==> src/rtl/core/olir_pkg.sv <==
// Package for the ordered list block: sizes, operation and status codes,
// beat layouts and the command passed along the chain of list cells.
// No dependencies.
package olir_pkg;

    localparam int DEPTH  = 16;
    localparam int DATA_W = 32;
    localparam int IDX_W  = $clog2(DEPTH);
    localparam int CNT_W  = $clog2(DEPTH + 1);

    localparam int FUNC_W = 3;
    localparam int POS_W  = 4;
    localparam int STAT_W = 2;
    localparam int WORD_W = 32;
    localparam int COUNT_W = 5;

    typedef enum logic [FUNC_W-1:0] {
        FN_APPEND    = 3'd0,
        FN_PUSH_HEAD = 3'd1,
        FN_POP_HEAD  = 3'd2,
        FN_POP_TAIL  = 3'd3,
        FN_REMOVE_AT = 3'd4
    } t_func;

    typedef enum logic [STAT_W-1:0] {
        STAT_OK    = 2'd0,
        STAT_FULL  = 2'd1,
        STAT_EMPTY = 2'd2,
        STAT_RANGE = 2'd3
    } t_status;

    typedef enum logic [1:0] {
        S_IDLE,
        S_EXEC,
        S_REPORT
    } t_state;

    typedef enum logic [1:0] {
        CELL_HOLD,
        CELL_LOAD_AT,
        CELL_SHIFT_IN,
        CELL_SHIFT_OUT
    } t_cell_op;

    typedef struct packed {
        t_cell_op              op;
        logic [IDX_W-1:0]      sel;
        logic [IDX_W-1:0]      tap;
        logic [DATA_W-1:0]     item;
    } t_cell_cmd;

    // last field in the lowest bits
    typedef struct packed {
        logic                  pad;
        logic [POS_W-1:0]      position;
        logic [WORD_W-1:0]     item;
        logic [FUNC_W-1:0]     func;
    } t_in_beat;

    typedef struct packed {
        logic [WORD_W-1:0]     tail_item;
        logic [WORD_W-1:0]     head_item;
        logic                  is_empty;
        logic [COUNT_W-1:0]    count;
        logic [STAT_W-1:0]     status;
        logic [WORD_W-1:0]     removed_item;
    } t_out_beat;

    localparam int IN_TDATA_W  = $bits(t_in_beat);
    localparam int OUT_TDATA_W = $bits(t_out_beat);

endpackage

==> src/rtl/core/ordered_list_with_indexed_removal_top.sv <==
// Bounded ordered list of up to 16 words held in a row of shifting cells.
// Each input beat carries one operation (append, insert at head, remove
// head, remove tail, remove at position); each gives exactly one output
// beat with the removed word, status, count, empty flag, head and tail.
// An operation passes through S_IDLE, which captures the beat, S_EXEC, in
// which the cells shift or load under one command, and S_REPORT, which
// writes the output register, with head and tail, once it is free. A new
// beat is taken while a finished one still waits. Errors leave the list as is.
// Depends on olir_pkg, olir_cell and olir_ctrl.
module ordered_list_with_indexed_removal_top
    import olir_pkg::*;
(
    input  logic                   i_clk,
    input  logic                   i_rst_n,
    input  logic                   i_s_tvalid,
    output logic                   o_s_tready,
    // func[2:0], item[34:3], position[38:35], zero[39]
    input  logic [IN_TDATA_W-1:0]  i_s_tdata,
    output logic                   o_m_tvalid,
    input  logic                   i_m_tready,
    // removed_item[31:0], status[33:32], count[38:34], is_empty[39],
    // head_item[71:40], tail_item[103:72]
    output logic [OUT_TDATA_W-1:0] o_m_tdata
);

    t_cell_cmd          w_cmd;
    t_out_beat          w_out;
    logic [DATA_W-1:0]  w_data [DEPTH];
    logic [DATA_W-1:0]  w_tap  [DEPTH];
    logic [DATA_W-1:0]  w_tap_or;

    olir_ctrl u_ctrl (
        .i_clk      (i_clk),
        .i_rst_n    (i_rst_n),
        .i_s_tvalid (i_s_tvalid),
        .o_s_tready (o_s_tready),
        .i_in_beat  (t_in_beat'(i_s_tdata)),
        .o_m_tvalid (o_m_tvalid),
        .i_m_tready (i_m_tready),
        .o_out_beat (w_out),
        .o_cmd      (w_cmd),
        .i_tap      (w_tap_or),
        .i_head     (w_data[0])
    );

    for (genvar k = 0; k < DEPTH; k++) begin : g_cell
        logic [DATA_W-1:0] w_left;
        logic [DATA_W-1:0] w_right;

        if (k == 0) begin : g_first
            assign w_left = w_cmd.item;
        end else begin : g_mid_l
            assign w_left = w_data[k-1];
        end
        if (k == DEPTH - 1) begin : g_last
            assign w_right = '0;
        end else begin : g_mid_r
            assign w_right = w_data[k+1];
        end

        olir_cell u_cell (
            .i_clk   (i_clk),
            .i_idx   (IDX_W'(k)),
            .i_cmd   (w_cmd),
            .i_left  (w_left),
            .i_right (w_right),
            .o_data  (w_data[k]),
            .o_tap   (w_tap[k])
        );
    end

    always_comb begin
        w_tap_or = '0;
        for (int k = 0; k < DEPTH; k++) begin
            w_tap_or = w_tap_or | w_tap[k];
        end
    end

    assign o_m_tdata = OUT_TDATA_W'(w_out);

`ifndef SYNTHESIS
    a_count_bound: assert property (@(posedge i_clk) disable iff (!i_rst_n)
        o_m_tvalid |-> (w_out.count <= COUNT_W'(DEPTH)))
        else $error("count beyond depth");

    a_empty_flag: assert property (@(posedge i_clk) disable iff (!i_rst_n)
        o_m_tvalid |-> (w_out.is_empty == (w_out.count == '0)))
        else $error("empty flag disagrees with count");

    a_empty_words: assert property (@(posedge i_clk) disable iff (!i_rst_n)
        (o_m_tvalid && w_out.is_empty) |->
            (w_out.head_item == '0 && w_out.tail_item == '0))
        else $error("head or tail not zero on empty list");

    a_error_no_word: assert property (@(posedge i_clk) disable iff (!i_rst_n)
        (o_m_tvalid && w_out.status != STAT_OK) |-> (w_out.removed_item == '0))
        else $error("removed word on failed operation");
`endif

endmodule

==> src/rtl/core/olir_cell.sv <==
// One list cell: holds the entry at a fixed list position and takes a new
// word from the command, its left or its right neighbour.
// Depends on olir_pkg.
module olir_cell
    import olir_pkg::*;
(
    input  logic              i_clk,
    input  logic [IDX_W-1:0]  i_idx,
    input  t_cell_cmd         i_cmd,
    input  logic [DATA_W-1:0] i_left,
    input  logic [DATA_W-1:0] i_right,
    output logic [DATA_W-1:0] o_data,
    output logic [DATA_W-1:0] o_tap
);

    logic [DATA_W-1:0] r_data;
    logic [DATA_W-1:0] n_data;

    always_comb begin
        n_data = r_data;
        unique case (i_cmd.op)
            CELL_LOAD_AT: begin
                if (i_idx == i_cmd.sel) begin
                    n_data = i_cmd.item;
                end
            end
            CELL_SHIFT_IN: begin
                n_data = i_left;
            end
            CELL_SHIFT_OUT: begin
                if (i_idx >= i_cmd.sel) begin
                    n_data = i_right;
                end
            end
            default: begin
                n_data = r_data;
            end
        endcase
    end

    always_ff @(posedge i_clk) begin
        r_data <= n_data;
    end

    assign o_data = r_data;
    assign o_tap  = (i_idx == i_cmd.tap) ? r_data : '0;

endmodule

==> src/rtl/core/olir_ctrl.sv <==
// Sequencer for the ordered list: takes input beats, keeps the count,
// drives the cell chain and holds the output beat register.
// Depends on olir_pkg.
module olir_ctrl
    import olir_pkg::*;
(
    input  logic                   i_clk,
    input  logic                   i_rst_n,
    input  logic                   i_s_tvalid,
    output logic                   o_s_tready,
    input  t_in_beat               i_in_beat,
    output logic                   o_m_tvalid,
    input  logic                   i_m_tready,
    output t_out_beat              o_out_beat,
    output t_cell_cmd              o_cmd,
    input  logic [DATA_W-1:0]      i_tap,
    input  logic [DATA_W-1:0]      i_head
);

    t_state             r_state, n_state;
    logic [CNT_W-1:0]   r_count, n_count;
    logic               r_out_valid, n_out_valid;
    t_func              r_func, n_func;
    logic [DATA_W-1:0]  r_item, n_item;
    logic [POS_W-1:0]   r_pos, n_pos;
    t_status            r_status, n_status;
    logic [DATA_W-1:0]  r_removed, n_removed;
    t_out_beat          r_out, n_out;

    logic               w_empty;
    logic [IDX_W-1:0]   w_last;

    assign w_empty = (r_count == '0);
    assign w_last  = IDX_W'(r_count - CNT_W'(1));

    always_ff @(posedge i_clk) begin
        if (!i_rst_n) begin
            r_state     <= S_IDLE;
            r_count     <= '0;
            r_out_valid <= 1'b0;
        end else begin
            r_state     <= n_state;
            r_count     <= n_count;
            r_out_valid <= n_out_valid;
        end
    end

    always_ff @(posedge i_clk) begin
        r_func    <= n_func;
        r_item    <= n_item;
        r_pos     <= n_pos;
        r_status  <= n_status;
        r_removed <= n_removed;
        r_out     <= n_out;
    end

    always_comb begin
        n_state     = r_state;
        n_count     = r_count;
        n_out_valid = r_out_valid;
        n_func      = r_func;
        n_item      = r_item;
        n_pos       = r_pos;
        n_status    = r_status;
        n_removed   = r_removed;
        n_out       = r_out;
        o_cmd.op    = CELL_HOLD;
        o_cmd.sel   = '0;
        o_cmd.tap   = '0;
        o_cmd.item  = r_item;
        o_s_tready  = 1'b0;

        if (r_out_valid && i_m_tready) begin
            n_out_valid = 1'b0;
        end

        unique case (r_state)
            S_IDLE: begin
                o_s_tready = 1'b1;
                if (i_s_tvalid) begin
                    n_func  = t_func'(i_in_beat.func);
                    n_item  = DATA_W'(i_in_beat.item);
                    n_pos   = i_in_beat.position;
                    n_state = S_EXEC;
                end
            end
            S_EXEC: begin
                n_status  = STAT_OK;
                n_removed = '0;
                case (r_func)
                    FN_APPEND, FN_PUSH_HEAD: begin
                        if (r_count == CNT_W'(DEPTH)) begin
                            n_status = STAT_FULL;
                        end else begin
                            o_cmd.op  = (r_func == FN_APPEND) ? CELL_LOAD_AT : CELL_SHIFT_IN;
                            o_cmd.sel = IDX_W'(r_count);
                            n_count   = r_count + CNT_W'(1);
                        end
                    end
                    FN_POP_HEAD, FN_POP_TAIL: begin
                        if (w_empty) begin
                            n_status = STAT_EMPTY;
                        end else begin
                            o_cmd.op  = CELL_SHIFT_OUT;
                            o_cmd.sel = (r_func == FN_POP_HEAD) ? '0 : w_last;
                            o_cmd.tap = o_cmd.sel;
                            n_removed = i_tap;
                            n_count   = r_count - CNT_W'(1);
                        end
                    end
                    FN_REMOVE_AT: begin
                        if (CNT_W'(r_pos) >= r_count) begin
                            n_status = STAT_RANGE;
                        end else begin
                            o_cmd.op  = CELL_SHIFT_OUT;
                            o_cmd.sel = IDX_W'(r_pos);
                            o_cmd.tap = o_cmd.sel;
                            n_removed = i_tap;
                            n_count   = r_count - CNT_W'(1);
                        end
                    end
                    default: begin
                        n_status = STAT_OK;
                    end
                endcase
                n_state = S_REPORT;
            end
            S_REPORT: begin
                o_cmd.tap = w_last;
                if (!r_out_valid || i_m_tready) begin
                    n_out.removed_item = WORD_W'(r_removed);
                    n_out.status       = r_status;
                    n_out.count        = COUNT_W'(r_count);
                    n_out.is_empty     = w_empty;
                    n_out.head_item    = w_empty ? '0 : WORD_W'(i_head);
                    n_out.tail_item    = w_empty ? '0 : WORD_W'(i_tap);
                    n_out_valid        = 1'b1;
                    n_state            = S_IDLE;
                end
            end
            default: begin
                n_state = S_IDLE;
            end
        endcase
    end

    assign o_m_tvalid = r_out_valid;
    assign o_out_beat = r_out;

endmodule

==> config.mk <==
export PLATFORM = sky130hd
export DESIGN_NAME = ordered_list_with_indexed_removal_top
export DESIGN_NICKNAME = d
export VERILOG_FILES = /design/src/rtl/core/olir_pkg.sv /design/src/rtl/core/ordered_list_with_indexed_removal_top.sv /design/src/rtl/core/olir_cell.sv /design/src/rtl/core/olir_ctrl.sv
export SDC_FILE = /design/constraint.sdc
export NUM_CORES = 1
export LEC_CHECK = 0
export BUFFER_PORTS_ARGS = -buffer_cell sky130_fd_sc_hd__buf_2
export CORE_UTILIZATION = 50
export DETAILED_ROUTE_END_ITERATION = 16
export GPL_TIMING_DRIVEN = 1
export PLACE_DENSITY = 0.67
export REMOVE_ABC_BUFFERS = 1
export SLEW_MARGIN = 5
export SYNTH_ARGS = -nofsm -noshare
export SYNTH_HDL_FRONTEND = slang
export SYNTH_HIERARCHICAL = 1
export SYNTH_SLANG_ARGS = --single-unit
==> constraint.sdc <==
create_clock -name i_clk -period 8 [get_ports i_clk]
set_input_delay 0.4 -clock i_clk [delete_from_list [all_inputs] [get_ports i_clk]]
set_output_delay 0.4 -clock i_clk [all_outputs]
set_load 0.005 [all_outputs]
Word level (Yosys, flattened, before mapping). Cells that the tools add are included.

Muxes and demuxes: 91. Eq/ne operators: 77. Add/sub/neg operators: 2. Bitwise logic cells: 15. Reduce and logical (&&, ||, !) cells: 32. $lt $le $gt $ge: 17.

Operators by type and width (number): 32-bit 2-to-1 mux (50); 32-bit case mux with 3 select lines (16); 32-bit OR (15); 2-bit by 1-bit != test with 1-bit output, second input constant (33); 4-bit == test, first input constant (16); 32-bit case mux with 2 select lines (1); 3-bit AND reduction (16); 3-bit by 4-bit == test with 1-bit output, first input constant (8); 4-bit >= comparator, first input constant (8); 10-bit 2-to-1 mux (2); 6-bit case mux with 3 select lines (1); 2-bit by 4-bit == test with 1-bit output, first input constant (4); 3-bit by 4-bit >= comparator with 1-bit output, first input constant (4); 4-bit case mux with 2 select lines (2); 5-bit 2-to-1 mux (3); 5-bit case mux with 3 select lines (1); 6-bit 2-to-1 mux (2); 2-bit case mux with 3 select lines (2); 2-bit 2-to-1 mux (5); 1-bit by 4-bit == test with 1-bit output, first input constant (2); 1-bit by 4-bit >= comparator with 1-bit output, first input constant (2); 2-bit by 4-bit >= comparator with 1-bit output, first input constant (2); 4-bit logical NOT (2); 2-bit != test, second input constant (4); 21 further kinds (33).

Input port bits: 44. Register bits: 697. Output and inout bits: 106. Logic and storage cells: 264.

Logic depth before layout (Yosys ltp).
Depth after elaboration: 24. Gate-level depth with buffers: 15. Depth with buffers taken out: 13.

Cells and area by module. The synthesis kept the hierarchy.

Modules (own cells, without submodules): olir_cell (seq. area each 960.9 sq um, cells each 195, area each 2013.2 sq um, times used 16); olir_ctrl (seq. area each 5475.3 sq um, cells each 416, area each 6945.4 sq um, times used 1); ordered_list_with_indexed_removal_top (seq. area each 0.0 sq um, cells each 162, area each 1008.5 sq um, times used 1).

Worst setup path after synthesis. No wires, ideal clock.

Kind: reg-to-reg. Start: register u_ctrl.r_state[0]. End: register u_ctrl.r_out, in the netlist u_ctrl/o_out_beat[0] (enable). Data required time: 7420 ps. Stages on the path, launching flop included: 4. Setup slack: 2250 ps. Setup time: 580 ps. Period minus slack after synthesis: 5750 ps. Buffers on the path: 0. Arrival: 5169 ps. Path through: dfxtp_1 > inv_1 > ha_1 > nor2b_1.

Longest elaborated chain between the ends: 2.

Ends and longest elaborated chain: from (decl) (RTL line olir_ctrl.sv:20) `t_state r_state, n_state;`; from (signal assigned) (RTL line olir_ctrl.sv:42) `r_state <= n_state;`; 2-bit == test (RTL line olir_ctrl.sv:77) `unique case (r_state)`; 2-bit AND reduction (no source line); to (signal assigned) (RTL line olir_ctrl.sv:54) `r_out <= n_out;`; to (decl) (RTL line olir_ctrl.sv:28) `t_out_beat r_out, n_out;`.

Every way passes these cells. A chain may end at the register's enable or synchronous reset.

==> results_dict.tcl <==
set metrics [dict create \
    grt_antenna_before_repair 9 \
    synth_edf_count 689 \
    worst_slew_pin_slew_ns 1.38 \
    synthCells 3698 \
    p_per_area_nw_per_um2 202 \
    synthTopCellsByCount "edfxtp_1, and2_1, nor2_1" \
    yosys.cell_count.top_type "edfxtp_1" \
    fin_tns_setup_ns 0 \
    finalSetupViolations 0 \
    period_minus_slack_ns 5.87 \
    syn_area_per_cell_sq_um 10.9 \
    clk_pin_slew_worst_paths_ns 0.06 \
    detailed_place_hpwl_mm 60.2 \
    ctsResizeCount 0 \
    critical_path.top_delay_family "simple AND/OR/NAND/NOR gates" \
    max_freq_mhz 170 \
    track_usage 0.258 \
    synth-main-ff-cell "edfxtp_1" \
    holdCritPathClass "input port to register" \
    slowest_stage "nor4_4" \
    worst-endpoint-arrival_ns 6.33 \
    pin_count 150 \
    ys_ff_latch 697 \
    clock_tree.root_cell "clkbuf_16" \
    drc 0 \
    core_sq_um 79300 \
    path_buf_inv 2 \
    cpMostUsedCell "and2_1" \
    post_cts_buffers 0 \
    tritoncts "built" \
    dpl.cell_count 4877 \
    h-tree-depth 3 \
    drtIter0Drc 2838 \
    async_flop_share 0 \
    total_power_mw 9.14 \
    antenna_left 0 \
    drive_gt1_frac 0.0942 \
    overflow 0 \
    dieWidth_um 285 \
    grt_max_degree 263 \
    dr.pass1.iters 5 \
    ctsHoldBuffers 38 \
    maxSlewViolCount 0 \
    first_global_vias 26143 \
    max_stage_delay_ns 1.21 \
    ys_warn_count 6 \
    die_area_sq_um 81500 \
    maxSlewHeadroom 0.0734 \
    clk_latency_ns 0.64 \
    clk_path_buf_depth 3 \
    finalHoldViolCount 0 \
    fin_crit_sh 0.734 \
    power.leakage_nw 16.1 \
    status "finished clean" \
    ys_top_cells_by_area "edfxtp_1, mux2i_1, and2_1" \
    dr_total_vias 28168 \
    die_h_um 285 \
    cts_made_buffers 79 \
    synthDistinctLibCells 46 \
    post_drt_wl_per_cell_um 21.1 \
    rows 103 \
    gp_congestion 0.812 \
    start_kind "register" \
    irDropWorstVdd_uv 175 \
    cp-end-kind "register" \
    final_cell_count_no_fill 5063 \
    grt_pass1_wl_mm 160 \
    syn_area_sq_um 40200 \
    path_cells "inv_1, ha_1, or4b_4, nand3_1, nor2_1, o21ai_1, o2bb2ai_2, xor2_1, nor4_4, buf_4, and2_1, nor4_1, nand4_1, and2_1" \
    yosysSeqAreaShare 0.519 \
    port_buffers 148 \
    maxCapViolations 0 \
    crit_type "register to register" \
    required_ns 8.46 \
    skew_ns 0.0237 \
    viasPerCell 5.56 \
    cts.sinks 697 \
    rsz0062_at_grt "no" \
    initial_core_util 0.507 \
    synth_largest_area_cell "edfxtp_1" \
    fin_nets 4064 \
    drt-total-wl_mm 107 \
    worstPathMaxFanout 71 \
    syn2layout_area_growth_pct 12.5 \
    yosys.area.top_type_share 0.515 \
]
worst reg2reg max path: stages, from the launching register on:
cell       delay [ns]
dfxtp_1          0.44
inv_1            0.20
ha_1             0.21
or4b_4           0.90
nand3_1          0.34
nor2_1           0.06
o21ai_1          0.38
o2bb2ai_2        0.41
xor2_1           0.31
nor4_4           1.21
buf_4            0.60
and2_1           0.20
nor4_1           0.05
nand4_1          0.14
and2_1           0.26
cells in the final DEF, fill, tap and decap left out, types with 13 or more instances in the layout:
cell	Yosys	routed
a21oi_1	523	521
and2_1	593	592
and3_1	18	18
buf_2	85	148
buf_4	0	56
clkbuf_1	88	13
clkbuf_16	0	81
clkinv_1	0	14
clkinv_2	0	18
conb_1	2	160
dlygate4sd3_1	0	38
edfxtp_1	689	689
ha_1	74	73
inv_1	76	76
mux2i_1	516	516
nand2b_1	22	22
nand3_1	36	20
nand3_2	0	16
nand4_1	35	35
nor2_1	527	526
nor2b_1	52	51
nor4_1	129	129
nor4_4	16	16
o2111ai_1	16	16
o21ai_0	21	21
xor2_1	64	64
area by class of cell:
class	instances	area [sq um]
clock buffer	96	2100
clock inverter	50	551
multi-input combinational	2843	18400
sequential	697	20900
tap	1050	1310
antenna	2	5.00
fill	6852	34100
inverter	76	285
timing repair buffer	249	1680
state kept, by name, indices dropped and copies added, names as in the netlist:
register	flops
g_cell.u_cell/o_data	512
u_ctrl/o_m_tvalid	1
u_ctrl/o_out_beat	104
u_ctrl/r_count	5
u_ctrl/r_func	3
u_ctrl/r_item	32
u_ctrl/r_pos	4
u_ctrl/r_removed	32
u_ctrl/r_state	2
u_ctrl/r_status	2
through the flow:
step	hold WS [ns]	instance area [sq um]	utilization	setup WS, ns
after CTS	0.00612	45200	0.570	2.14
final	0.0333	45200	0.570	2.13
after global placement	0.401	42100	0.532	2.25
after detailed placement	0.405	42100	0.532	2.15
after global routing	0.0296	45200	0.570	1.91
after floorplan	0.400	39400	-	-36.04
routing by layer:
layer	routed length, um	GRT usage	vias up
met3	7260	0.0325	137
met4	2510	0.0743	0
met5	0	0	-
li1	-	-	13709
met1	47200	0.364	13445
met2	50100	0.419	877
kinds of logic (layout without fill, tap and decap cells):
family	count (synthesis)	after routing	synth area share
and+or+nand+nor	1442	1442	0.196
DFF	697	697	0.519
AOI/OAI and AO/OA	583	583	0.0763
muxes	516	516	0.129
buffers and inverters	316	471	0.0415
adders and majority gates	74	74	0.0231
xor gates and xnor gates	68	68	0.0148
other	2	162	0.000187
where the power goes:
part	total (mW)	switching (mW)	internal [mW]
clock	3.74	1.53	2.21
combinational	1.04	0.659	0.381
sequential	4.36	0.133	4.23
final timing paths:
path                                                startpoint                         endpoint  slack [ns]  depth (start not counted)
worst max-delay path            u_ctrl/r_count[0]$_SDFFE_PN0P_  u_ctrl/o_out_beat[81]$_DFFE_PP_        2.13                         14
worst min-delay path                                   i_rst_n   u_ctrl/r_count[3]$_SDFFE_PN0P_        0.03                          2
worst max register to register  u_ctrl/r_count[0]$_SDFFE_PN0P_  u_ctrl/o_out_beat[81]$_DFFE_PP_        2.13                         14
worst min register to register  u_ctrl/r_removed[14]$_DFFE_PP_  u_ctrl/o_out_beat[14]$_DFFE_PP_        0.42                          0
(Power assumes the default switching activity.)
